$ cat src/rtl/sms_pkg.sv
`default_nettype none

package sms_pkg;

	// Longest transfer in bits and the counter widths that follow from it.
	localparam int WORD_BITS = 32;
	localparam int CNT_W     = $clog2(WORD_BITS + 1);
	localparam int IDX_W     = $clog2(WORD_BITS);

	// Fixed field widths of the stream payloads.
	localparam int DATA_W    = 32;
	localparam int BITCNT_W  = 6;
	localparam int CFG_IDX_W = 3;
	localparam int S_TDATA_W = 40;
	localparam int M_TDATA_W = 40;

	// Configuration register indexes.
	localparam logic [CFG_IDX_W-1:0] CFG_CLOCK_POLARITY  = 3'd0;
	localparam logic [CFG_IDX_W-1:0] CFG_CLOCK_PHASE     = 3'd1;
	localparam logic [CFG_IDX_W-1:0] CFG_SELECT_POLARITY = 3'd2;
	localparam logic [CFG_IDX_W-1:0] CFG_SELECT_PRESENT  = 3'd3;

	// Request kinds carried in tuser.
	localparam logic REQ_TICK  = 1'b0;
	localparam logic REQ_START = 1'b1;

	// One input request.
	typedef struct packed {
		logic                req_type;
		logic [DATA_W-1:0]   write_data;
		logic [BITCNT_W-1:0] xfer_len;
		logic                miso_level;
	} item_t;

	// One result.
	typedef struct packed {
		logic              sclk_level;
		logic              mosi_level;
		logic              select_level;
		logic              busy_res;
		logic              done_res;
		logic [DATA_W-1:0] read_data;
	} res_t;

endpackage

`default_nettype wire

$ cat src/rtl/sms_core.sv
`default_nettype none

module sms_core (
	input  wire                              clk,
	input  wire                              arst_n,
	input  wire                              item_valid,
	input  sms_pkg::item_t                   item,
	input  wire                              cfg_wr,
	input  wire [sms_pkg::CFG_IDX_W-1:0]     cfg_index,
	input  wire                              cfg_data,
	output sms_pkg::res_t                    res
);

	// Configuration registers.
	logic cpol_q, cpha_q, spol_q, spres_q;

	// Transfer state.
	logic [sms_pkg::WORD_BITS-1:0] out_shift_q, in_shift_q;
	logic [sms_pkg::CNT_W-1:0]     bits_left_q;
	logic                          edge_q, active_q, clock_q, mosi_q, sel_q;

	logic [sms_pkg::WORD_BITS-1:0] out_shift_n, in_shift_n;
	logic [sms_pkg::CNT_W-1:0]     bits_left_n;
	logic                          edge_n, active_n, clock_n, mosi_n, sel_n;
	logic                          cpol_n, cpha_n, spol_n, spres_n;
	logic                          done_n;
	logic [sms_pkg::CNT_W-1:0]     count;

	// Next state for one request: start, leading edge or trailing edge.
	always_comb begin
		out_shift_n = out_shift_q;
		in_shift_n  = in_shift_q;
		bits_left_n = bits_left_q;
		edge_n      = edge_q;
		active_n    = active_q;
		clock_n     = clock_q;
		mosi_n      = mosi_q;
		sel_n       = sel_q;
		done_n      = 1'b0;
		count       = '0;

		if (item_valid) begin
			if (item.req_type == sms_pkg::REQ_START) begin
				if (!active_q) begin
					// Clamp the bit count to one through a full word.
					if (item.xfer_len == '0) begin
						count = sms_pkg::CNT_W'(1);
					end else if (int'(item.xfer_len) > sms_pkg::WORD_BITS) begin
						count = sms_pkg::CNT_W'(sms_pkg::WORD_BITS);
					end else begin
						count = sms_pkg::CNT_W'(item.xfer_len);
					end
					out_shift_n = sms_pkg::WORD_BITS'(item.write_data);
					in_shift_n  = '0;
					bits_left_n = count;
					edge_n      = 1'b0;
					active_n    = 1'b1;
					clock_n     = cpol_q;
					if (spres_q) begin
						sel_n = spol_q;
					end
					// Phase 0 puts the first bit out before the first edge.
					if (!cpha_q) begin
						mosi_n = out_shift_n[sms_pkg::IDX_W'(count - sms_pkg::CNT_W'(1))];
					end
				end
			end else if (active_q) begin
				if (!edge_q) begin
					// Leading edge: clock leaves idle.
					clock_n = !cpol_q;
					if (!cpha_q && bits_left_n != '0) begin
						in_shift_n  = {in_shift_q[sms_pkg::WORD_BITS-2:0], item.miso_level};
						bits_left_n = bits_left_q - sms_pkg::CNT_W'(1);
					end
					if (bits_left_n != '0) begin
						mosi_n = out_shift_q[sms_pkg::IDX_W'(bits_left_n - sms_pkg::CNT_W'(1))];
					end
					edge_n = 1'b1;
				end else begin
					// Trailing edge: clock returns to idle, phase 1 samples.
					clock_n = cpol_q;
					if (cpha_q && bits_left_q != '0) begin
						in_shift_n  = {in_shift_q[sms_pkg::WORD_BITS-2:0], item.miso_level};
						bits_left_n = bits_left_q - sms_pkg::CNT_W'(1);
					end
					edge_n = 1'b0;
					if (bits_left_n == '0) begin
						active_n = 1'b0;
						sel_n    = !spol_q;
						done_n   = 1'b1;
					end
				end
			end
		end

		// Register writes; an idle line with no request follows the new settings at once.
		cpol_n  = cpol_q;
		cpha_n  = cpha_q;
		spol_n  = spol_q;
		spres_n = spres_q;
		if (cfg_wr) begin
			unique case (cfg_index)
				sms_pkg::CFG_CLOCK_POLARITY:  cpol_n  = cfg_data;
				sms_pkg::CFG_CLOCK_PHASE:     cpha_n  = cfg_data;
				sms_pkg::CFG_SELECT_POLARITY: spol_n  = cfg_data;
				sms_pkg::CFG_SELECT_PRESENT:  spres_n = cfg_data;
				default: ;
			endcase
			if (!active_q && !item_valid) begin
				clock_n = cpol_n;
				sel_n   = !spol_n;
			end
		end
	end

	// Result of the request just taken.
	always_comb begin
		res.sclk_level   = clock_n;
		res.mosi_level   = mosi_n;
		res.select_level = sel_n;
		res.busy_res     = active_n;
		res.done_res     = done_n;
		res.read_data    = done_n ? sms_pkg::DATA_W'(in_shift_n) : '0;
	end

	// Control state.
	always_ff @(posedge clk or negedge arst_n) begin
		if (!arst_n) begin
			cpol_q      <= 1'b0;
			cpha_q      <= 1'b0;
			spol_q      <= 1'b0;
			spres_q     <= 1'b1;
			bits_left_q <= '0;
			edge_q      <= 1'b0;
			active_q    <= 1'b0;
			clock_q     <= 1'b0;
			mosi_q      <= 1'b0;
			sel_q       <= 1'b1;
			out_shift_q <= '0;
			in_shift_q  <= '0;
		end else begin
			cpol_q      <= cpol_n;
			cpha_q      <= cpha_n;
			spol_q      <= spol_n;
			spres_q     <= spres_n;
			bits_left_q <= bits_left_n;
			edge_q      <= edge_n;
			active_q    <= active_n;
			clock_q     <= clock_n;
			mosi_q      <= mosi_n;
			sel_q       <= sel_n;
			out_shift_q <= out_shift_n;
			in_shift_q  <= in_shift_n;
		end
	end

	// While idle, the clock rests at its polarity and select is released.
	a_idle_clock: assert property (@(posedge clk) disable iff (!arst_n)
		!active_q |-> clock_q == cpol_q)
		else $error("idle clock level differs from polarity");

	a_idle_select: assert property (@(posedge clk) disable iff (!arst_n)
		!active_q |-> sel_q == !spol_q)
		else $error("select not released while idle");

	a_bits_range: assert property (@(posedge clk) disable iff (!arst_n)
		active_q |-> bits_left_q <= sms_pkg::CNT_W'(sms_pkg::WORD_BITS))
		else $error("bit counter beyond word size");

	a_done_ends: assert property (@(posedge clk) disable iff (!arst_n)
		item_valid && res.done_res |=> !active_q && bits_left_q == '0)
		else $error("transfer reported done but still running");

endmodule

`default_nettype wire

$ cat src/rtl/sms_out_buf.sv
`default_nettype none

module sms_out_buf (
	input  wire            clk,
	input  wire            arst_n,
	input  wire            in_valid,
	output logic           in_ready,
	input  sms_pkg::res_t  in_res,
	output logic           out_valid,
	input  wire            out_ready,
	output sms_pkg::res_t  out_res
);

	logic          main_valid_q, skid_valid_q;
	sms_pkg::res_t main_q, skid_q;
	logic          push, pop;

	assign in_ready  = !skid_valid_q;
	assign out_valid = main_valid_q;
	assign out_res   = main_q;
	assign push      = in_valid && in_ready;
	assign pop       = main_valid_q && out_ready;

	// Valid flags of the output register and the skid stage.
	always_ff @(posedge clk or negedge arst_n) begin
		if (!arst_n) begin
			main_valid_q <= 1'b0;
			skid_valid_q <= 1'b0;
		end else begin
			if (skid_valid_q) begin
				if (pop) begin
					skid_valid_q <= 1'b0;
				end
			end else if (push) begin
				if (main_valid_q && !pop) begin
					skid_valid_q <= 1'b1;
				end else begin
					main_valid_q <= 1'b1;
				end
			end else if (pop) begin
				main_valid_q <= 1'b0;
			end
		end
	end

	// Payload moves: skid refills the output, else a new result lands.
	always_ff @(posedge clk) begin
		if (skid_valid_q) begin
			if (pop) begin
				main_q <= skid_q;
			end
		end else if (push) begin
			if (main_valid_q && !pop) begin
				skid_q <= in_res;
			end else begin
				main_q <= in_res;
			end
		end
	end

endmodule

`default_nettype wire

$ cat src/rtl/spi_master_shifter_unit.sv
// SPI master shifter for clock polarity and phase modes 0 to 3.
//
// The input stream carries requests: tuser selects a start (1) or a tick (0).
// A start loads write_data and xfer_len and opens a transfer; each tick is
// one half period of the serial clock and carries the sampled MISO level.
// Every request yields exactly one result on the output stream with the
// clock, MOSI and select line levels, busy, and done (on tlast) together
// with the collected read word, right aligned.
// Each result is registered in the output register or the skid stage, and
// a request can be accepted in every cycle while the skid stage is empty.
// The output register plus a one-entry skid stage let a new request enter
// while a result waits; s_tready drops only when both hold results.
// Configuration writes are accepted every cycle and are meant for idle time.
// Reset clears the transfer, returns all registers to their defaults (clock
// idle low, phase 0, select active low and present), and empties the output.
`default_nettype none

module spi_master_shifter_unit (
	input  wire        clk,
	input  wire        arst_n,
	input  wire        s_tvalid,
	output logic       s_tready,
	// write_data[31:0], xfer_len[37:32], miso_level[38], zero[39]
	input  wire [sms_pkg::S_TDATA_W-1:0] s_tdata,
	// req_type[0]
	input  wire        s_tuser,
	output logic       m_tvalid,
	input  wire        m_tready,
	// sclk_level[0], mosi_level[1], select_level[2], busy_res[3],
	// read_data[35:4], zero[39:36]
	output logic [sms_pkg::M_TDATA_W-1:0] m_tdata,
	// done_res
	output logic       m_tlast,
	input  wire        cfg_valid,
	output logic       cfg_ready,
	input  wire [sms_pkg::CFG_IDX_W-1:0] cfg_index,
	input  wire        cfg_data
);

	sms_pkg::item_t item;
	sms_pkg::res_t  core_res, out_res;
	logic           item_valid;

	assign cfg_ready  = 1'b1;
	assign item_valid = s_tvalid && s_tready;

	// Unpack the request.
	always_comb begin
		item.req_type   = s_tuser;
		item.write_data = s_tdata[31:0];
		item.xfer_len   = s_tdata[37:32];
		item.miso_level = s_tdata[38];
	end

	sms_core u_core (
		.clk        (clk),
		.arst_n     (arst_n),
		.item_valid (item_valid),
		.item       (item),
		.cfg_wr     (cfg_valid && cfg_ready),
		.cfg_index  (cfg_index),
		.cfg_data   (cfg_data),
		.res        (core_res)
	);

	sms_out_buf u_out_buf (
		.clk       (clk),
		.arst_n    (arst_n),
		.in_valid  (item_valid),
		.in_ready  (s_tready),
		.in_res    (core_res),
		.out_valid (m_tvalid),
		.out_ready (m_tready),
		.out_res   (out_res)
	);

	// Pack the result.
	assign m_tdata = {4'b0000, out_res.read_data, out_res.busy_res,
		out_res.select_level, out_res.mosi_level, out_res.sclk_level};
	assign m_tlast = out_res.done_res;

endmodule

`default_nettype wire

$ cat config.mk
export PLATFORM = sky130hd
export DESIGN_NAME = spi_master_shifter_unit
export DESIGN_NICKNAME = d
export VERILOG_FILES = /design/src/rtl/sms_pkg.sv /design/src/rtl/sms_core.sv /design/src/rtl/sms_out_buf.sv /design/src/rtl/spi_master_shifter_unit.sv
export SDC_FILE = /design/constraint.sdc
export NUM_CORES = 1
export LEC_CHECK = 0
export BUFFER_PORTS_ARGS = -buffer_cell sky130_fd_sc_hd__buf_2
export CAP_MARGIN = 30
export CORE_MARGIN = 2
export CORE_UTILIZATION = 58
export CTS_CLUSTER_DIAMETER = 60
export DETAILED_ROUTE_END_ITERATION = 7
export PLACE_DENSITY = 0.8
export SLEW_MARGIN = 20
export SYNTH_ARGS = -nofsm -noshare
export SYNTH_HDL_FRONTEND = slang
export SYNTH_SLANG_ARGS = --single-unit
$ cat constraint.sdc
create_clock -name clk -period 4.1 [get_ports clk]
set_input_delay 0 -clock clk [delete_from_list [all_inputs] [get_ports clk]]
set_output_delay 0 -clock clk [all_outputs]
set_load 0.02 [all_outputs]
==> flow_metrics.py, run 1 <==
metrics = {
    "global_route": {
        "grt_pass1_vias": 5682,
        "antenna_found_initial": 0,
        "grt.overflow.total": 0,
        "grt_max_degree": 48,
        "gr-usage-all-layers": 0.2634,
        "grt_pass1_wl_um": 29220,
    },
    "detailed_routing": {
        "route.detailed.drc": 0,
        "dr.pass1.iters": 5,
        "routedWlPerCell_um": 19.68,
        "ant_nets": 0,
        "wl_um": 18540,
        "drt-vias-per-instance": 6.192,
        "vias": 5833,
        "drt_iter0_markers": 608,
    },
    "floorplanning": {
        "core_area_mm2": 0.01277,
        "start_util": 0.5990,
        "die_area_mm2": 0.01413,
        "die_h_um": 118.9,
        "ios": 94,
        "die_w_um": 118.9,
        "row_count": 41,
    },
    "sta": {
        "fmax_ghz": 0.2934,
        "setup_viol": 0,
        "tns_ps": 0,
        "hold_ws_ps": 37.46,
        "fin_crit_sh": 0.8313,
        "worst_pin_slew_ps": 894.1,
        "hold_viol": 0,
        "fin_worst_skew_ps": 15.04,
        "drv_slew": 0,
        "rsz0062_at_grt": "no",
        "fin_crit_ps": 3408,
        "maxSlewHeadroom": 0.4040,
    },
    "worst_setup_path": {
        "reg2reg_depth": 9,
        "arrival_ps": 3550,
        "crit_chain": "nor3b_2, a21oi_1, xnor2_2, a32oi_1, a211o_1, nand3b_1, a221oi_2, o41ai_2, o211ai_1",
        "critPathCaptureType": "flop",
        "crit_family": "compound AO/OA/AOI/OAI gates",
        "crit_path_max_fanout": 20,
        "required_ps": 4250,
        "critPathSlowestCell": "dfrtp_1",
        "critical_path_buf_inv_count": 0,
        "startpoint_type": "flop",
        "cp_num_cells": 9,
        "max_stage_delay_ps": 640,
        "critical_path_class": "flop to flop",
    },
    "power_and_ir_drop": {
        "ir_worst_vdd_uv": 370.5,
        "p_per_area_mw_per_mm2": 684.0,
        "p_leak_uw": 0.004201,
    },
    "placed_design": {
        "dp_hpwl_um": 11690,
        "numPortBuffers": 87,
        "place.gp.congestion": 0.9213,
        "post_dp_cell_area_mm2": 0.008232,
    },
    "final_layout": {
        "finalNetCount": 811,
        "final_common_cell": "buf_2",
        "layout_common_cells": "buf_2, dfrtp_1, edfxtp_1",
        "n_antenna_cell": 0,
        "drive_gt1_frac": 0.2545,
        "nFillCells": 864,
        "fin_area_mm2": 0.009235,
        "syn2layout_area_growth_pct": 20.70,
    },
    "yosys": {
        "ys_types": 75,
        "yosys.area.top_type": "edfxtp_1",
        "ys_warn_count": 0,
        "yosys-top-cells-area": "edfxtp_1, dfrtp_1, mux2_2",
        "synth_edf_count": 74,
        "ys_seq_area_frac": 0.5557,
        "syn_area_per_cell_um2": 12.07,
        "async_flop_share": 0.5226,
        "netlist_instances": 634,
        "synth-seq-cells": 155,
        "synth_top_area_frac": 0.2904,
        "netlist_area_mm2": 0.007651,
        "ys.flop_type": "dfrtp_1",
    },
    "cts": {
        "cts_buffers": 17,
        "clock_latency_ps": 420,
        "cts_tree": "yes",
        "clk_pin_slew_ps": 60,
        "cts_resized": 0,
        "clock-sinks": 155,
        "htreeDepth": 4,
        "cts-root-buf": "clkbuf_16",
        "clk_path_buf_depth": 2,
    },
    "status": {
        "outcome": "finished, final reports clean",
    },
    "job": {
        "drv_cap": 0,
    },
    "min_path": {
        "hp-class": "primary input to flop",
        "hold_path_depth": 4,
    },
}
==> worst register-to-register path: cells and delay by family (launching register included) <==
family | cells | cell delay (ps)
AO/OA/AOI/OAI | 6 | 1450
flip-flops | 1 | 640
AND/OR/NAND/NOR | 2 | 630
XOR/XNOR | 1 | 420
==> cell families after synthesis <==
logic type	after synthesis	share of synthesized area
AND/OR/NAND/NOR	173	0.1200
flip-flops	155	0.5557
adder cells (fa/ha/maj)	4	0.006542
multiplexers	77	0.1137
buffers and inverters	51	0.03074
AO/OA/AOI/OAI	166	0.1645
other	2	0.0009816
XOR/XNOR	6	0.007851
==> worst paths after layout <==
path	from	slack (ps)	to
worst max-delay path	u_core.bits_left_q[2]	690	u_out_buf.out_res[35]
worst max register to register	u_core.bits_left_q[2]	690	u_out_buf.out_res[35]
worst min-delay path	cfg_index[2]	40	u_core.spres_q
worst min register to register	u_core.in_shift_q[31]	500	u_core.in_shift_q[31]
min in group asynchronous	arst_n	60	u_core.out_shift_q[16]
max in group asynchronous	arst_n	3030	u_core.in_shift_q[31]
==> cell usage after synthesis (3+ instances only) <==
cell,count
dfrtp_1,79
edfxtp_1,74
mux2_2,45
a21o_1,36
and2_1,36
nand2_1,36
a22o_1,32
mux2i_1,28
nor2_1,26
clkbuf_1,25
nor3_1,21
o21ai_0,20
a21oi_1,13
nand2b_1,12
o22ai_1,10
nand3_1,9
buf_1,8
inv_1,7
nor2b_1,7
a221oi_1,6
a211oi_1,5
a32oi_1,5
buf_4,5
nor4_1,5
a2111oi_0,4
a31oi_1,4
and3_1,4
ha_1,4
or3_1,4
a22oi_1,3
buf_6,3
o21bai_1,3
o32ai_1,3
xnor2_1,3
==> layout make-up <==
type | instances | area [µm²] | area share
sequential | 155 | 4252 | 0.4604
clock buffer | 22 | 454.2 | 0.04918
multi-input combinational | 431 | 3192 | 0.3456
clock inverter | 10 | 118.9 | 0.01287
inverter | 8 | 30.03 | 0.003252
tap | 172 | 215.2 | 0.02330
timing repair buffer | 144 | 973.4 | 0.1054
==> registers in the layout, summed over array words and instances (netlist names) <==
name / cells
u_core.bits_left_q: 6
u_core.spres_q: 1
u_out_buf.out_valid: 1
u_core.edge_q: 1
u_out_buf.skid_valid_q: 1
u_core.clock_q: 1
u_core.cpha_q: 1
u_out_buf.skid_q: 37
u_core.mosi_q: 1
u_core.in_shift_q: 32
u_core.out_shift_q: 32
u_core.cpol_q: 1
u_core.spol_q: 1
u_core.sel_q: 1
u_out_buf.out_res: 37
u_core.active_q: 1
==> through the flow <==
step           total power, µW  setup WS [ps]  utilization  instances
6_report                  6317          691.9       0.7230        942
5_1_grt                   6615          392.0       0.7230        942
2_1_floorplan             4023          729.0            -        637
4_1_cts                   6280          801.4       0.7230        942
3_3_place_gp              4603          913.0       0.6444        867
3_5_place_dp              4682          840.5       0.6444        867
==> power by group <==
group,internal [µW],switching (µW)
Clock,916,617
Combinational,944,1450
Sequential,2090,302
Total,3950,2360
==> per-layer routing <==
layer  track usage  part of all wire  vias to the layer above  wire [µm]
met5             0                 0                        -          0
met4        0.1042             0.021                        0        395
met3       0.05172             0.057                       37       1065
met2        0.4156              0.48                      246       8936
met1        0.3617              0.44                     2915       8145
li1              -                 -                     2635          -
==> what timing repair did <==
| item | in CTS | in global routing |
|---|---|---|
| endpoints found under the hold margin | 75 | 0 |
| buffers inserted | 0 | 0 |
| hold buffers | 43 | 0 |
No activity file was read; power rests on OpenSTA's default activity.
==> run 2, diff against run 1 <==
==> constraint.sdc (replaced) <==
create_clock -name clk -period 3.2 [get_ports clk]
set_input_delay 0 -clock clk [delete_from_list [all_inputs] [get_ports clk]]
set_output_delay 0 -clock clk [all_outputs]
set_load 0.02 [all_outputs]
==> run 2 against run 1 <==
Design area up 2.3%. Global-route usage up 1.5 points. Total power up 33%. Via count up 0.87%. Flip-flop and latch count unchanged.
==> flow_metrics.py, run 2 (synthesis results as in run 1) <==
metrics = {
    "worst_setup_path": {
        "crit_path_max_fanout": 5,
        "arrival_ps": 3180,
        "startpoint_type": "flop",
        "critical_path_class": "flop to flop",
        "critPathCaptureType": "flop",
        "crit_chain": "inv_1, ha_4, or4b_4, buf_4, o21ai_2, nor2_1, mux2_2, nor3_1, o211a_1, o41ai_2, o211ai_1",
        "r2r_slack_ps": 160,
        "critPathSlowestCell": "or4b_4",
        "required_ps": 3340,
        "max_stage_delay_ps": 520,
    },
    "power_and_ir_drop": {
        "intPower_uw": 5264,
        "p_per_area_mw_per_mm2": 889.9,
        "power.share.clock": 0.239,
        "p_leak_uw": 0.004298,
        "ir_worst_vdd_uv": 553.0,
        "power_uw": 8407,
        "power_switching_uw": 3144,
        "p_seq_frac": 0.360,
        "combPwrFrac": 0.402,
        "switching_share": 0.3739,
    },
    "global_route": {
        "gr-usage-all-layers": 0.2785,
        "grt.overflow.total": 0,
        "grt_max_degree": 54,
        "grt_pass1_vias": 5745,
        "grt_pass1_wl_um": 30870,
        "antenna_found_initial": 0,
    },
    "detailed_routing": {
        "wl_met2_um": 9421,
        "routedWlPerCell_um": 20.18,
        "route.detailed.drc": 0,
        "vias": 5884,
        "dr.pass1.iters": 5,
        "met1_length_um": 8580,
        "ant_nets": 0,
        "wl_met3_um": 1042,
        "drt-vias-per-instance": 6.155,
        "highest_layer": "met4",
        "wl_um": 19290,
        "drt_iter0_markers": 541,
    },
    "sta": {
        "fmax_ghz": 0.3294,
        "hold_ws_ps": 16.06,
        "setup_slack_ps": 164.3,
        "maxSlewHeadroom": 0.3997,
        "drv_slew": 0,
        "fin_worst_skew_ps": 22.57,
        "hold_viol": 0,
        "setup_viol": 0,
        "worst_pin_slew_ps": 900.5,
        "fin_crit_sh": 0.9487,
        "fin_crit_ps": 3036,
    },
    "floorplanning": {
        "die_area_mm2": 0.01413,
        "row_count": 41,
        "die_h_um": 118.9,
        "start_util": 0.5990,
        "core_area_mm2": 0.01277,
        "ios": 94,
        "die_w_um": 118.9,
    },
    "cts": {
        "clock-sinks": 155,
        "clock_latency_ps": 430,
        "cts_buffers": 17,
        "cts_tree": "yes",
        "htreeDepth": 4,
        "cts-root-buf": "clkbuf_16",
        "clk_pin_slew_ps": 60,
        "clk_path_buf_depth": 2,
    },
    "placed_design": {
        "numPortBuffers": 87,
        "dp_hpwl_um": 12410,
        "post-place-ws_ps": 16.83,
        "place.gp.congestion": 0.8783,
    },
    "final_layout": {
        "final_common_cell": "buf_2",
        "n_antenna_cell": 0,
        "nFillCells": 797,
        "drive_gt1_frac": 0.2832,
        "finalNetCount": 825,
        "layout_common_cells": "buf_2, dfrtp_1, edfxtp_1",
        "syn2layout_area_growth_pct": 23.48,
        "fin_util": 0.7396,
    },
    "job": {
        "drv_cap": 0,
    },
    "min_path": {
        "hp-class": "primary input to flop",
    },
    "status": {
        "outcome": "finished, final reports clean",
    },
}
[run 2: cell types whose count changed in the layout (fill, tap and decap cells not counted), sizes merged]
| cell | before | now |
|---|---|---|
| clkbuf | 22 | 21 |
| inv | 10 | 12 |
| clkinv | 5 | 3 |
| clkinvlp | 1 | 2 |
| dlygate4sd3 | 43 | 40 |
| buf | 101 | 118 |
[run 2: critical path, delay by kind of cell (launching register included)]
family | cells | cell delay [ps]
buf+inv | 2 | 290
fa+ha+maj | 1 | 170
simple gates | 3 | 700
flops | 1 | 370
compound gates | 4 | 970
mux | 1 | 270
[run 2: power by group through the flow]
stage	sequential (µW)	clock (µW)	combinational, µW
3_5_place_dp	3030	0	3160
4_1_cts	3000	2020	3240
3_3_place_gp	3020	0	3090
2_1_floorplan	3170	0	1990
5_1_grt	3080	2110	3630
6_report	3020	2010	3380
[run 2: routing by layer]
layer / global-route usage / up-vias
met3: 0.04981 / 19
li1: - / 2667
met5: 0 / -
met1: 0.3939 / 2980
met2: 0.4411 / 218
met4: 0.08929 / 0
[run 2: layout make-up]
| cell class | count | area [µm²] | area share |
|---|---|---|---|
| clock buffer | 21 | 460.4 | 0.04874 |
| timing repair buffer | 158 | 1104 | 0.1168 |
| inverter | 8 | 30.03 | 0.003178 |
| sequential | 155 | 4252 | 0.4500 |
| clock inverter | 11 | 131.4 | 0.01391 |
| tap | 172 | 215.2 | 0.02278 |
| multi-input combinational | 431 | 3256 | 0.3446 |
[run 2: metrics by stage]
step | std cells | setup TNS (ps) | instance area, µm²
3_3_place_gp | 882 | 0 | 8357
5_1_grt | 956 | -1.366 | 9448
3_5_place_dp | 883 | 0 | 8384
4_1_cts | 955 | 0 | 9378
6_report | 956 | 0 | 9448
2_1_floorplan | 637 | 0 | 7666
[run 2: worst paths after layout]
kind / start / to / cells after the start
hold / removal: cfg_index[1] / u_core.spres_q / 3
hold reg to reg: u_core.out_shift_q[14] / u_core.out_shift_q[14] / 1
max in group asynchronous: arst_n / u_core.active_q / 3
setup / recovery: u_core.bits_left_q[1] / u_out_buf.out_res[35] / 11
min in group asynchronous: arst_n / u_core.out_shift_q[16] / 2
setup reg to reg: u_core.bits_left_q[1] / u_out_buf.out_res[35] / 11
[run 2: timing repair]
item                       4_1_cts  5_1_grt
buffers inserted                 0        1
resized for setup                1       13
pin swaps                        0        1
setup endpoints to repair        1        8
hold buffers                    40        0
hold endpoints to repair       121        0
